$ cat src/flow_sensor_phase_corrected_conversion_core_assert.svh
// Assertion shorthands used by the block's top module.
// Each expects clk_i and rst_ni in the including scope.
`ifndef FLOW_SENSOR_PHASE_CORRECTED_CONVERSION_CORE_ASSERT_SVH
`define FLOW_SENSOR_PHASE_CORRECTED_CONVERSION_CORE_ASSERT_SVH

// Same-cycle implication.
`define FSPC_ASSERT_IMP(lbl, ante, cons, msg) \
  lbl: assert property (@(posedge clk_i) disable iff (!rst_ni) (ante) |-> (cons)) \
    else $error(msg);

// Next-cycle implication.
`define FSPC_ASSERT_NXT(lbl, ante, cons, msg) \
  lbl: assert property (@(posedge clk_i) disable iff (!rst_ni) (ante) |=> (cons)) \
    else $error(msg);

`endif

$ cat src/fspc_pkg.sv
package fspc_pkg;

  // Payload of one sample and of one result.
  typedef struct packed {
    logic [15:0] raw_count;
    logic [1:0]  breath_phase;
  } fspc_in_t;

  typedef struct packed {
    logic signed [19:0] flow_uncorrected;
    logic signed [19:0] flow_corrected;
  } fspc_res_t;

  // Configuration register indexes.
  localparam int CFG_IDX_W = 2;
  typedef enum logic [CFG_IDX_W-1:0] {
    CFG_OFFSET = 2'd0,
    CFG_GAIN   = 2'd1,
    CFG_ENABLE = 2'd2
  } fspc_cfg_e;

  localparam int CFG_DATA_W = 24;
  localparam logic [15:0] OFFSET_RST = 16'd32768;
  localparam logic [23:0] GAIN_RST   = 24'd559241;

  // Breathing phase codes; anything else gets no correction.
  typedef enum logic [1:0] {
    PH_INSP = 2'd0,
    PH_EXP  = 2'd1,
    PH_NONE = 2'd2
  } fspc_phase_e;

  // How the correction fraction is formed.
  typedef enum logic [1:0] {
    FK_ZERO,
    FK_DIV,
    FK_CAP
  } fspc_kind_e;

  // All divided fraction segments share the denominator FRAC_DIV * 2^F.
  localparam int KNEE_FLOW   = 30;
  localparam int INSP_MUL    = 5500;
  localparam int EXP_LO_BASE = 118800;
  localparam int EXP_LO_MUL  = 2552;
  localparam int EXP_HI_BASE = 46200;
  localparam int EXP_HI_MUL  = 132;
  localparam int FRAC_DIV    = 6600000;
  localparam int FRAC_DIV_W  = 23;
  localparam int FRAC_CAP    = 26214;

  localparam int FLOW_W = 20;
  localparam int FRAC_W = 21;

  // Register stages from transfer to result strobe.
  localparam int PIPE_DEPTH = 10;

  // Scaled flow, handed from the scaler to the fraction unit.
  typedef struct packed {
    logic               valid;
    logic [1:0]         phase;
    logic signed [19:0] flow;
    logic [19:0]        mag;
  } fspc_flow_t;

  // Side data that rides along the divider stages.
  typedef struct packed {
    fspc_kind_e         kind;
    logic               neg;
    logic signed [19:0] flow;
  } fspc_tag_t;

  // Flow plus its correction fraction, handed to the output stages.
  typedef struct packed {
    logic               valid;
    logic signed [19:0] flow;
    logic signed [20:0] frac;
  } fspc_corr_t;

endpackage

$ cat src/fspc_scale.sv
module fspc_scale #(
  parameter int FLOW_FRAC_BITS = 10
) (
  input  logic                 clk_i,
  input  logic                 rst_ni,
  input  logic                 in_valid_i,
  input  fspc_pkg::fspc_in_t   in_i,
  input  logic [15:0]          offset_i,
  input  logic [23:0]          gain_i,
  output fspc_pkg::fspc_flow_t out_o
);

  localparam int SH = 26 - FLOW_FRAC_BITS;

  // Stage 1: offset removal.
  logic signed [16:0] diff;
  logic [15:0]        mag_d, mag_q;
  logic               pos_d, pos1_q;
  logic [1:0]         ph1_q;

  // Stage 2: gain multiply.
  logic [39:0]        prod_d, prod_q;
  logic               pos2_q;
  logic [1:0]         ph2_q;

  // Stage 3: shift, negate, saturate.
  logic [39:0]        shr;
  logic signed [19:0] flow_d, flow_q;
  logic [19:0]        amag_d, amag_q;
  logic [1:0]         ph3_q;

  logic [2:0]         v_q;

  always_comb begin
    diff  = $signed({1'b0, in_i.raw_count}) - $signed({1'b0, offset_i});
    mag_d = diff[16] ? 16'(-diff) : diff[15:0];
    pos_d = !diff[16] && (diff != '0);
  end

  assign prod_d = 40'(mag_q) * 40'(gain_i);

  always_comb begin
    shr = prod_q >> SH;
    if (pos2_q) begin
      if (shr > 40'd524288) begin
        flow_d = 20'sh80000;
        amag_d = 20'h80000;
      end else begin
        flow_d = -$signed(shr[19:0]);
        amag_d = shr[19:0];
      end
    end else begin
      if (shr > 40'd524287) begin
        flow_d = 20'sh7FFFF;
        amag_d = 20'h7FFFF;
      end else begin
        flow_d = $signed(shr[19:0]);
        amag_d = shr[19:0];
      end
    end
  end

  always_ff @(posedge clk_i or negedge rst_ni) begin
    if (!rst_ni) begin
      v_q <= '0;
    end else begin
      v_q <= {v_q[1:0], in_valid_i};
    end
  end

  always_ff @(posedge clk_i) begin
    mag_q  <= mag_d;
    pos1_q <= pos_d;
    ph1_q  <= in_i.breath_phase;
    prod_q <= prod_d;
    pos2_q <= pos1_q;
    ph2_q  <= ph1_q;
    flow_q <= flow_d;
    amag_q <= amag_d;
    ph3_q  <= ph2_q;
  end

  assign out_o.valid = v_q[2];
  assign out_o.phase = ph3_q;
  assign out_o.flow  = flow_q;
  assign out_o.mag   = amag_q;

endmodule

$ cat src/fspc_frac.sv
module fspc_frac #(
  parameter int FLOW_FRAC_BITS = 10
) (
  input  logic                 clk_i,
  input  logic                 rst_ni,
  input  fspc_pkg::fspc_flow_t in_i,
  output fspc_pkg::fspc_corr_t out_o
);

  localparam int P  = 20 - FLOW_FRAC_BITS;
  localparam int XW = (47 - FLOW_FRAC_BITS > 38) ? 47 - FLOW_FRAC_BITS : 38;
  localparam int MW = XW - 22;
  localparam int LW = 22;
  localparam int HW = XW - LW;
  localparam int NW = 36;
  localparam int DW = fspc_pkg::FRAC_DIV_W;

  localparam logic signed [NW-1:0] KNEE =
    NW'(longint'(fspc_pkg::KNEE_FLOW) << FLOW_FRAC_BITS);
  localparam logic signed [NW-1:0] K_EXP_LO =
    NW'(longint'(fspc_pkg::EXP_LO_BASE) << FLOW_FRAC_BITS);
  localparam logic signed [NW-1:0] K_EXP_HI =
    NW'(longint'(fspc_pkg::EXP_HI_BASE) << FLOW_FRAC_BITS);
  localparam logic signed [NW-1:0] M_INSP   = NW'(fspc_pkg::INSP_MUL);
  localparam logic signed [NW-1:0] M_EXP_LO = NW'(fspc_pkg::EXP_LO_MUL);
  localparam logic signed [NW-1:0] M_EXP_HI = NW'(fspc_pkg::EXP_HI_MUL);

  localparam logic [DW-1:0] DIVC  = DW'(fspc_pkg::FRAC_DIV);
  localparam logic [MW-1:0] RECIP = MW'((longint'(1) << XW) / fspc_pkg::FRAC_DIV);
  localparam logic signed [fspc_pkg::FRAC_W-1:0] CAP = fspc_pkg::FRAC_W'(fspc_pkg::FRAC_CAP);

  // Stage 4: pick the segment and build the numerator magnitude.
  logic signed [NW-1:0] a_s, n_s, nmag_s;
  fspc_pkg::fspc_tag_t  tag_d;
  logic [XW-1:0]        x_d;

  // Stages 4..7 carry tag and numerator.
  fspc_pkg::fspc_tag_t  tag_q [4];
  logic [XW-1:0]        x_q [4];
  logic [4:0]           v_q;

  // Stage 5: reciprocal partial products.
  logic [LW+MW-1:0]     plo_d, plo_q;
  logic [HW+MW-1:0]     phi_d, phi_q;

  // Stage 6: quotient estimate.
  logic [XW+MW-1:0]     sum;
  logic [MW-1:0]        qe_d, qe6_q, qe7_q;

  // Stage 7: back-multiply.
  logic [XW:0]          qd_d, qd_q;

  // Stage 8: one-step correction and sign.
  logic [XW:0]          rem;
  logic [MW-1:0]        qfix;
  logic [fspc_pkg::FRAC_W-1:0] qtr;
  logic signed [fspc_pkg::FRAC_W-1:0] frac_d, frac_q;

  always_comb begin
    a_s        = NW'(in_i.mag);
    n_s        = '0;
    tag_d.kind = fspc_pkg::FK_ZERO;
    tag_d.flow = in_i.flow;
    case (in_i.phase)
      fspc_pkg::PH_INSP: begin
        if (a_s <= KNEE) begin
          n_s        = a_s * M_INSP;
          tag_d.kind = fspc_pkg::FK_DIV;
        end else begin
          tag_d.kind = fspc_pkg::FK_CAP;
        end
      end
      fspc_pkg::PH_EXP: begin
        tag_d.kind = fspc_pkg::FK_DIV;
        if (a_s <= KNEE) begin
          n_s = K_EXP_LO - a_s * M_EXP_LO;
        end else begin
          n_s = K_EXP_HI - a_s * M_EXP_HI;
        end
      end
      default: begin
        tag_d.kind = fspc_pkg::FK_ZERO;
      end
    endcase
    tag_d.neg = n_s[NW-1];
    nmag_s    = n_s[NW-1] ? -n_s : n_s;
    x_d       = XW'(nmag_s) << P;
  end

  assign plo_d = (LW+MW)'(x_q[0][LW-1:0]) * (LW+MW)'(RECIP);
  assign phi_d = (HW+MW)'(x_q[0][XW-1:LW]) * (HW+MW)'(RECIP);

  always_comb begin
    sum  = {phi_q, LW'(0)} + (XW+MW)'(plo_q);
    qe_d = sum[XW+MW-1:XW];
  end

  assign qd_d = (XW+1)'(qe6_q) * (XW+1)'(DIVC);

  always_comb begin
    rem  = (XW+1)'(x_q[3]) - qd_q;
    qfix = (rem >= (XW+1)'(DIVC)) ? qe7_q + MW'(1) : qe7_q;
    qtr  = fspc_pkg::FRAC_W'(qfix);
    case (tag_q[3].kind)
      fspc_pkg::FK_DIV: frac_d = tag_q[3].neg ? -$signed(qtr) : $signed(qtr);
      fspc_pkg::FK_CAP: frac_d = CAP;
      default:          frac_d = '0;
    endcase
  end

  always_ff @(posedge clk_i or negedge rst_ni) begin
    if (!rst_ni) begin
      v_q <= '0;
    end else begin
      v_q <= {v_q[3:0], in_i.valid};
    end
  end

  always_ff @(posedge clk_i) begin
    tag_q[0] <= tag_d;
    x_q[0]   <= x_d;
    for (int i = 1; i < 4; i++) begin
      tag_q[i] <= tag_q[i-1];
    end
    for (int i = 1; i < 4; i++) begin
      x_q[i] <= x_q[i-1];
    end
    plo_q  <= plo_d;
    phi_q  <= phi_d;
    qe6_q  <= qe_d;
    qe7_q  <= qe6_q;
    qd_q   <= qd_d;
    frac_q <= frac_d;
  end

  // Stage 8 output register holds the flow seen at stage 7.
  logic signed [19:0] flow8_q;
  always_ff @(posedge clk_i) begin
    flow8_q <= tag_q[3].flow;
  end

  assign out_o.valid = v_q[4];
  assign out_o.flow  = flow8_q;
  assign out_o.frac  = frac_q;

endmodule

$ cat src/fspc_apply.sv
module fspc_apply (
  input  logic                 clk_i,
  input  logic                 rst_ni,
  input  fspc_pkg::fspc_corr_t in_i,
  input  logic                 enable_i,
  output logic                 valid_o,
  output fspc_pkg::fspc_res_t  res_o
);

  localparam logic signed [22:0] ONE   = 23'sd1048576;
  localparam logic signed [42:0] ROUND = 43'sd1048575;

  // Stage 9: scale by one minus the fraction.
  logic signed [22:0] factor;
  logic signed [42:0] prod_d, prod_q;
  logic signed [19:0] flow9_q;

  // Stage 10: truncate toward zero, saturate, select.
  logic signed [42:0] adj;
  logic signed [22:0] shq;
  logic signed [19:0] corr;
  fspc_pkg::fspc_res_t res_d, res_q;
  logic [1:0]         v_q;

  always_comb begin
    factor = ONE - 23'(in_i.frac);
    prod_d = in_i.flow * factor;
  end

  always_comb begin
    adj = prod_q + (prod_q[42] ? ROUND : 43'sd0);
    shq = 23'(adj >>> 20);
    if (shq > 23'sd524287) begin
      corr = 20'sh7FFFF;
    end else if (shq < -23'sd524288) begin
      corr = 20'sh80000;
    end else begin
      corr = shq[19:0];
    end
    res_d.flow_uncorrected = flow9_q;
    res_d.flow_corrected   = enable_i ? corr : flow9_q;
  end

  always_ff @(posedge clk_i or negedge rst_ni) begin
    if (!rst_ni) begin
      v_q <= '0;
    end else begin
      v_q <= {v_q[0], in_i.valid};
    end
  end

  always_ff @(posedge clk_i) begin
    prod_q  <= prod_d;
    flow9_q <= in_i.flow;
    res_q   <= res_d;
  end

  assign valid_o = v_q[1];
  assign res_o   = res_q;

endmodule

$ cat src/flow_sensor_phase_corrected_conversion_core.sv
// Channel  Handshake             Payload
// -------  --------------------  --------------------------------------------
// sample   start_i / busy_o      in_i: raw_count, breath_phase
// config   cfg_we_i              cfg_idx_i, cfg_wdata_i (offset, gain, enable)
// result   done_o (strobe)       res_o: flow_uncorrected, flow_corrected
//
// One sample per cycle while busy_o is low; each result follows its transfer through
// the scale, fraction and apply stages. The pipeline holds the constant divider for the
// correction fraction (reciprocal multiply, quotient, back-multiply, fix-up) and the gain multiply.
// busy_o is high during reset and in the first cycle after reset release.
// done_o is a one-cycle strobe; results are not held.

`include "flow_sensor_phase_corrected_conversion_core_assert.svh"

module flow_sensor_phase_corrected_conversion_core #(
  parameter int FLOW_FRAC_BITS = 10
) (
  input  logic                                  clk_i,
  input  logic                                  rst_ni,
  input  logic                                  start_i,
  output logic                                  busy_o,
  input  fspc_pkg::fspc_in_t                    in_i,
  input  logic                                  cfg_we_i,
  input  logic [fspc_pkg::CFG_IDX_W-1:0]        cfg_idx_i,
  input  logic [fspc_pkg::CFG_DATA_W-1:0]       cfg_wdata_i,
  output logic                                  done_o,
  output fspc_pkg::fspc_res_t                   res_o
);

  logic [15:0] offset_q;
  logic [23:0] gain_q;
  logic        cfg_en_q;
  logic        busy_q;
  logic        accept;

  fspc_pkg::fspc_flow_t flow_s;
  fspc_pkg::fspc_corr_t corr_s;

  always_ff @(posedge clk_i or negedge rst_ni) begin
    if (!rst_ni) begin
      offset_q <= fspc_pkg::OFFSET_RST;
      gain_q   <= fspc_pkg::GAIN_RST;
      cfg_en_q <= 1'b1;
    end else if (cfg_we_i) begin
      case (fspc_pkg::fspc_cfg_e'(cfg_idx_i))
        fspc_pkg::CFG_OFFSET: offset_q <= cfg_wdata_i[15:0];
        fspc_pkg::CFG_GAIN:   gain_q   <= cfg_wdata_i[23:0];
        fspc_pkg::CFG_ENABLE: cfg_en_q <= cfg_wdata_i[0];
        default: ;
      endcase
    end
  end

  // Hold off the first cycle after reset release.
  always_ff @(posedge clk_i or negedge rst_ni) begin
    if (!rst_ni) begin
      busy_q <= 1'b1;
    end else begin
      busy_q <= 1'b0;
    end
  end

  assign busy_o = busy_q;
  assign accept = start_i && !busy_q;

  fspc_scale #(
    .FLOW_FRAC_BITS(FLOW_FRAC_BITS)
  ) u_scale (
    .clk_i      (clk_i),
    .rst_ni     (rst_ni),
    .in_valid_i (accept),
    .in_i       (in_i),
    .offset_i   (offset_q),
    .gain_i     (gain_q),
    .out_o      (flow_s)
  );

  fspc_frac #(
    .FLOW_FRAC_BITS(FLOW_FRAC_BITS)
  ) u_frac (
    .clk_i  (clk_i),
    .rst_ni (rst_ni),
    .in_i   (flow_s),
    .out_o  (corr_s)
  );

  fspc_apply u_apply (
    .clk_i    (clk_i),
    .rst_ni   (rst_ni),
    .in_i     (corr_s),
    .enable_i (cfg_en_q),
    .valid_o  (done_o),
    .res_o    (res_o)
  );

  `FSPC_ASSERT_IMP(a_done_has_transfer, done_o, $past(accept, fspc_pkg::PIPE_DEPTH), "result strobe without a transfer")
  `FSPC_ASSERT_IMP(a_transfer_gives_done, accept, ##(fspc_pkg::PIPE_DEPTH) done_o, "transfer without a result")
  `FSPC_ASSERT_IMP(a_bypass_match, done_o && !cfg_en_q, res_o.flow_corrected == res_o.flow_uncorrected, "bypass result differs")
  `FSPC_ASSERT_IMP(a_sign_kept, done_o, !(res_o.flow_uncorrected > 0 && res_o.flow_corrected < 0) && !(res_o.flow_uncorrected < 0 && res_o.flow_corrected > 0), "correction flipped the sign")

endmodule

$ cat config.mk
export PLATFORM = sky130hd
export DESIGN_NAME = flow_sensor_phase_corrected_conversion_core
export DESIGN_NICKNAME = d
export VERILOG_FILES = /design/src/fspc_pkg.sv /design/src/fspc_scale.sv /design/src/fspc_frac.sv /design/src/fspc_apply.sv /design/src/flow_sensor_phase_corrected_conversion_core.sv
export VERILOG_INCLUDE_DIRS = /design/src /design/src/src
export SDC_FILE = /design/constraint.sdc
export NUM_CORES = 2
export LEC_CHECK = 0
export BUFFER_PORTS_ARGS = -buffer_cell sky130_fd_sc_hd__clkbuf_2
export CAP_MARGIN = 20
export CORE_UTILIZATION = 60
export DETAILED_ROUTE_END_ITERATION = 16
export GPL_ROUTABILITY_DRIVEN = 1
export GPL_TIMING_DRIVEN = 0
export PLACE_DENSITY_LB_ADDON = 0.3
export SLEW_MARGIN = 40
export SYNTH_ARGS = -nofsm -noshare
export SYNTH_HDL_FRONTEND = slang
export SYNTH_SLANG_ARGS = --single-unit
$ cat constraint.sdc
create_clock -name clk_i -period 10.08 [get_ports clk_i]
set_clock_uncertainty 0.2 [all_clocks]
set_input_delay 1.008 -clock clk_i [delete_from_list [all_inputs] [get_ports clk_i]]
set_output_delay 1.008 -clock clk_i [all_outputs]
set_load 0.05 [all_outputs]
==> impl_table.tex <==
\begin{tabular}{lr}
\hline
Metric & Value \\
\hline
\multicolumn{2}{l}{\textbf{Setup path}} \\
\quad CP Class & flip-flop to flip-flop \\
\quad Top fanout value on the critical path & 10 \\
\quad Data arrival, critical path & 10.09 ns \\
\quad Endpoint kind of the worst setup timing path & flip-flop \\
\quad Standard cell with the maximum stage delay on the critical path & fa\_1 \\
\quad R2r endpoint & u\_apply.prod\_q[42] \\
\quad Origin of the worst setup path & u\_frac.frac\_q[0] \\
\quad Critical Path Source Type & flip-flop \\
\quad Required time of the worst setup path & 10.44 ns \\
\quad Register-to-register path setup slack & 0.35 ns \\
\quad Cell depth of the worst flop-to-flop path & 33 \\
\quad Largest stage delay on the critical path & 0.57 ns \\
\quad Most frequent CP cell & fa\_1 \\
\quad Launching point of the worst reg2reg path & u\_frac.frac\_q[0] \\
\multicolumn{2}{l}{\textbf{Synth}} \\
\quad Syn avg cell area & 9.38 um\^{}2 \\
\quad Main flop type after synthesis & dfxtp\_1 \\
\quad Flip-flop and latch count after synthesis & 581 \\
\quad Warning count from the yosys run & 0 \\
\quad Net count after synthesis & 8871 \\
\quad Share of flip-flops with an asynchronous set or reset after synthesis & 0.0895 \\
\quad Instance count of the mapped netlist & 6989 \\
\quad Number of flops mapped to enable cells by yosys & 0 \\
\quad Count of cell types in the netlist & 91 \\
\quad Sequential element share of the synthesized area & 0.182 \\
\quad Post-synthesis instance area & 0.0655 mm\^{}2 \\
\multicolumn{2}{l}{\textbf{Min path}} \\
\quad End point of the most critical hold path & u\_frac.tag\_q[2][18] \\
\quad Launch point of the worst hold path & u\_frac.tag\_q[1][18] \\
\quad Type of the most critical hold path & flip-flop to flip-flop \\
\quad Min-Delay Path Depth & 0 \\
\multicolumn{2}{l}{\textbf{Global routing}} \\
\quad Grt ovf & 0 \\
\quad Global-route usage over all layers & 0.295 \\
\quad Number of antenna violations at the first check in global routing & 9 \\
\quad First-pass GRT wire length & 261 mm \\
\quad Vias in the first global route & 51100 \\
\quad Largest net degree at the start of global routing & 53 \\
\multicolumn{2}{l}{\textbf{Status}} \\
\quad Result of the run & complete, no violations \\
\multicolumn{2}{l}{\textbf{STA}} \\
\quad Actual transition at the worst max-transition pin & 0.874 ns \\
\quad Final worst-path cycle share & 0.965 \\
\quad Min Clock Period, post-route & 9.73 ns \\
\quad Max Fclk & 103 MHz \\
\quad TNS Setup & 0 ns \\
\quad Pins Over Slew Limit & 0 \\
\quad Worst max-slew margin expressed relative to the limit & 0.416 \\
\quad Final count of hold timing violations & 0 \\
\quad Count of endpoints failing setup in the final report & 0 \\
\multicolumn{2}{l}{\textbf{Finish}} \\
\quad Most frequent cells in the layout & 1385 x inv\_1, 965 x fa\_1, 869 x ha\_1, 700 x nand2\_1, 520 x dfxtp\_1 \\
\quad \# nets final & 9023 \\
\quad Most common cell after layout, fill and taps aside & inv\_1 \\
\quad Synthesis-to-finish area growth & 6.80\% \\
\quad Utilization after layout & 0.650 \\
\quad Share of final-layout standard cells stronger than drive strength 1 & 0.0426 \\
\multicolumn{2}{l}{\textbf{Run}} \\
\quad Max-cap viol count & 0 \\
\multicolumn{2}{l}{\textbf{Routing}} \\
\quad Metal-1 WL & 63.6 mm \\
\quad Top layer in use & met5 \\
\quad Total met2 wirelength after detailed routing & 75.0 mm \\
\quad Detailed-route wire length per cell & 18.3 um \\
\quad Via density per instance & 5.58 \\
\quad Final WL & 157 mm \\
\quad Residual antenna-violating net count after detailed routing & 0 \\
\quad DR pass1 iterations & 5 \\
\quad Number of DRC violations after detailed-routing iteration 0 & 2922 \\
\quad Via count of the routed design & 47900 \\
\quad Routed wl met3 & 10.5 mm \\
\quad DRC violations left & 0 \\
\multicolumn{2}{l}{\textbf{Floorplanning}} \\
\quad Floorplan die area & 0.111 mm\^{}2 \\
\quad Die Span Y & 332 um \\
\quad Rows & 120 \\
\quad Core area & 0.108 mm\^{}2 \\
\quad Initial core utilization & 0.609 \\
\quad Num ports & 90 \\
\quad Width of the die & 332 um \\
\multicolumn{2}{l}{\textbf{Clock network}} \\
\quad Clock transition at the registers of the reported paths & 0.08 ns \\
\quad Clock Path Buffers & 3 \\
\quad Clock root buffer & clkbuf\_16 \\
\quad CTS tree & yes \\
\quad Total CTS buffers & 60 \\
\quad Sink count of the clock tree & 581 \\
\quad Clock latency reported for the late side of the worst-skew pair & 0.66 ns \\
\quad Post-CTS Hold Fix Bufs & 0 \\
\quad H-tree depth & 2 \\
\multicolumn{2}{l}{\textbf{Placement}} \\
\quad \# port buffers & 89 \\
\quad HPWL after DPL & 130 mm \\
\quad Placer Congestion & 0.966 \\
\hline
\end{tabular}
[per-stage QoR]
stage / setup WS (ns) / cells / area [um^2] / hold slack [ns]
after global routing: -0.0517 / 8590 / 70000 / 0.122
after CTS: 0.148 / 8590 / 69900 / 0.111
final: 0.352 / 8595 / 70000 / 0.112
after floorplan: 1.58 / 6989 / 65500 / 0.110
after global placement: -0.0281 / 8481 / 67700 / 0.110
after detailed placement: -0.202 / 8482 / 67800 / 0.112
[registers in the layout, summed over array words and instances (netlist names), 5 cells and up]
name	cells
u_frac.phi_q	28
u_frac.plo_q	12
u_scale.flow_q	20
offset_q	16
u_scale.prod_q	24
u_frac.x_q	103
u_frac.qd_q	31
u_scale.amag_q	19
u_scale.mag_q	16
u_frac.tag_q	92
u_apply.flow9_q	20
u_frac.qe6_q	16
u_frac.qe7_q	16
u_apply.prod_q	43
u_frac.v_q	5
gain_q	24
u_frac.flow8_q	20
u_frac.frac_q	21
u_apply.res_o	40
[how the worst max path moves through the flow]
| stage | endpoint | slack (ns) | cells after the start |
|---|---|---|---|
| 3_3_place_gp | u_apply.prod_q[42] | -0.03 | 33 |
| 2_1_floorplan | u_apply.prod_q[42] | 1.58 | 33 |
| 4_1_cts | u_apply.prod_q[40] | 0.15 | 33 |
| 3_5_place_dp | u_apply.prod_q[42] | -0.20 | 33 |
| 5_1_grt | u_apply.prod_q[42] | -0.05 | 34 |
| 6_report | u_apply.prod_q[42] | 0.35 | 33 |
[metal layers]
layer	vias up	track usage
li1	22400	-
met1	23500	0.372
met2	1590	0.499
met3	432	0.0434
met4	8	0.140
met5	-	0
[repair_timing]
item | 4_1_cts | 5_1_grt
setup buffers | 0 | 0
endpoints found under the setup margin | 2 | 6
gates cloned | 0 | 0
resized for setup | 10 | 16
[worst max-delay path, delay by kind of cell (launching register included)]
kind            cells  cell delay, ns
buf+inv             8            1.08
simple gates        7            1.58
flops               1            0.35
fa+ha+maj           9            4.17
xor+xnor            2            0.36
compound gates      7            1.88
[kinds of logic after synthesis]
kind of cell    synth area share
compound gates            0.0826
flops                      0.182
mux                      0.00603
buf+inv                   0.0918
fa+ha+maj                  0.461
simple gates               0.133
xor+xnor                  0.0442
other cells            0.0000572
[cell type report]
type | count | area [um^2]
Antenna cell | 5 | 12.5
Buffer | 212 | 836
Clock buffer | 77 | 1680
Clock inverter | 31 | 477
Fill cell | 8704 | 37700
Inverter | 1386 | 5200
Multi-Input combinational cell | 4810 | 47700
Sequential cell | 581 | 11900
Tap cell | 1403 | 1760
Timing Repair Buffer | 90 | 455
[synthesized netlist by cell type, types with 72 or more instances]
library cell / count / area (um^2)
xnor2_1: 229 / 2010
fa_1: 965 / 19300
nor2_1: 273 / 1020
and2_1: 338 / 2110
o21ai_0: 174 / 871
clkbuf_1: 202 / 758
ha_1: 869 / 10900
nand2_1: 700 / 2630
nor3_1: 114 / 571
a21oi_1: 190 / 951
inv_1: 1385 / 5200
xor2_1: 102 / 893
nand3_1: 72 / 360
dfxtp_1: 529 / 10600
Power is not shown: default switching activity piles up to over one toggle a cycle in this logic, so the estimate is an artifact.
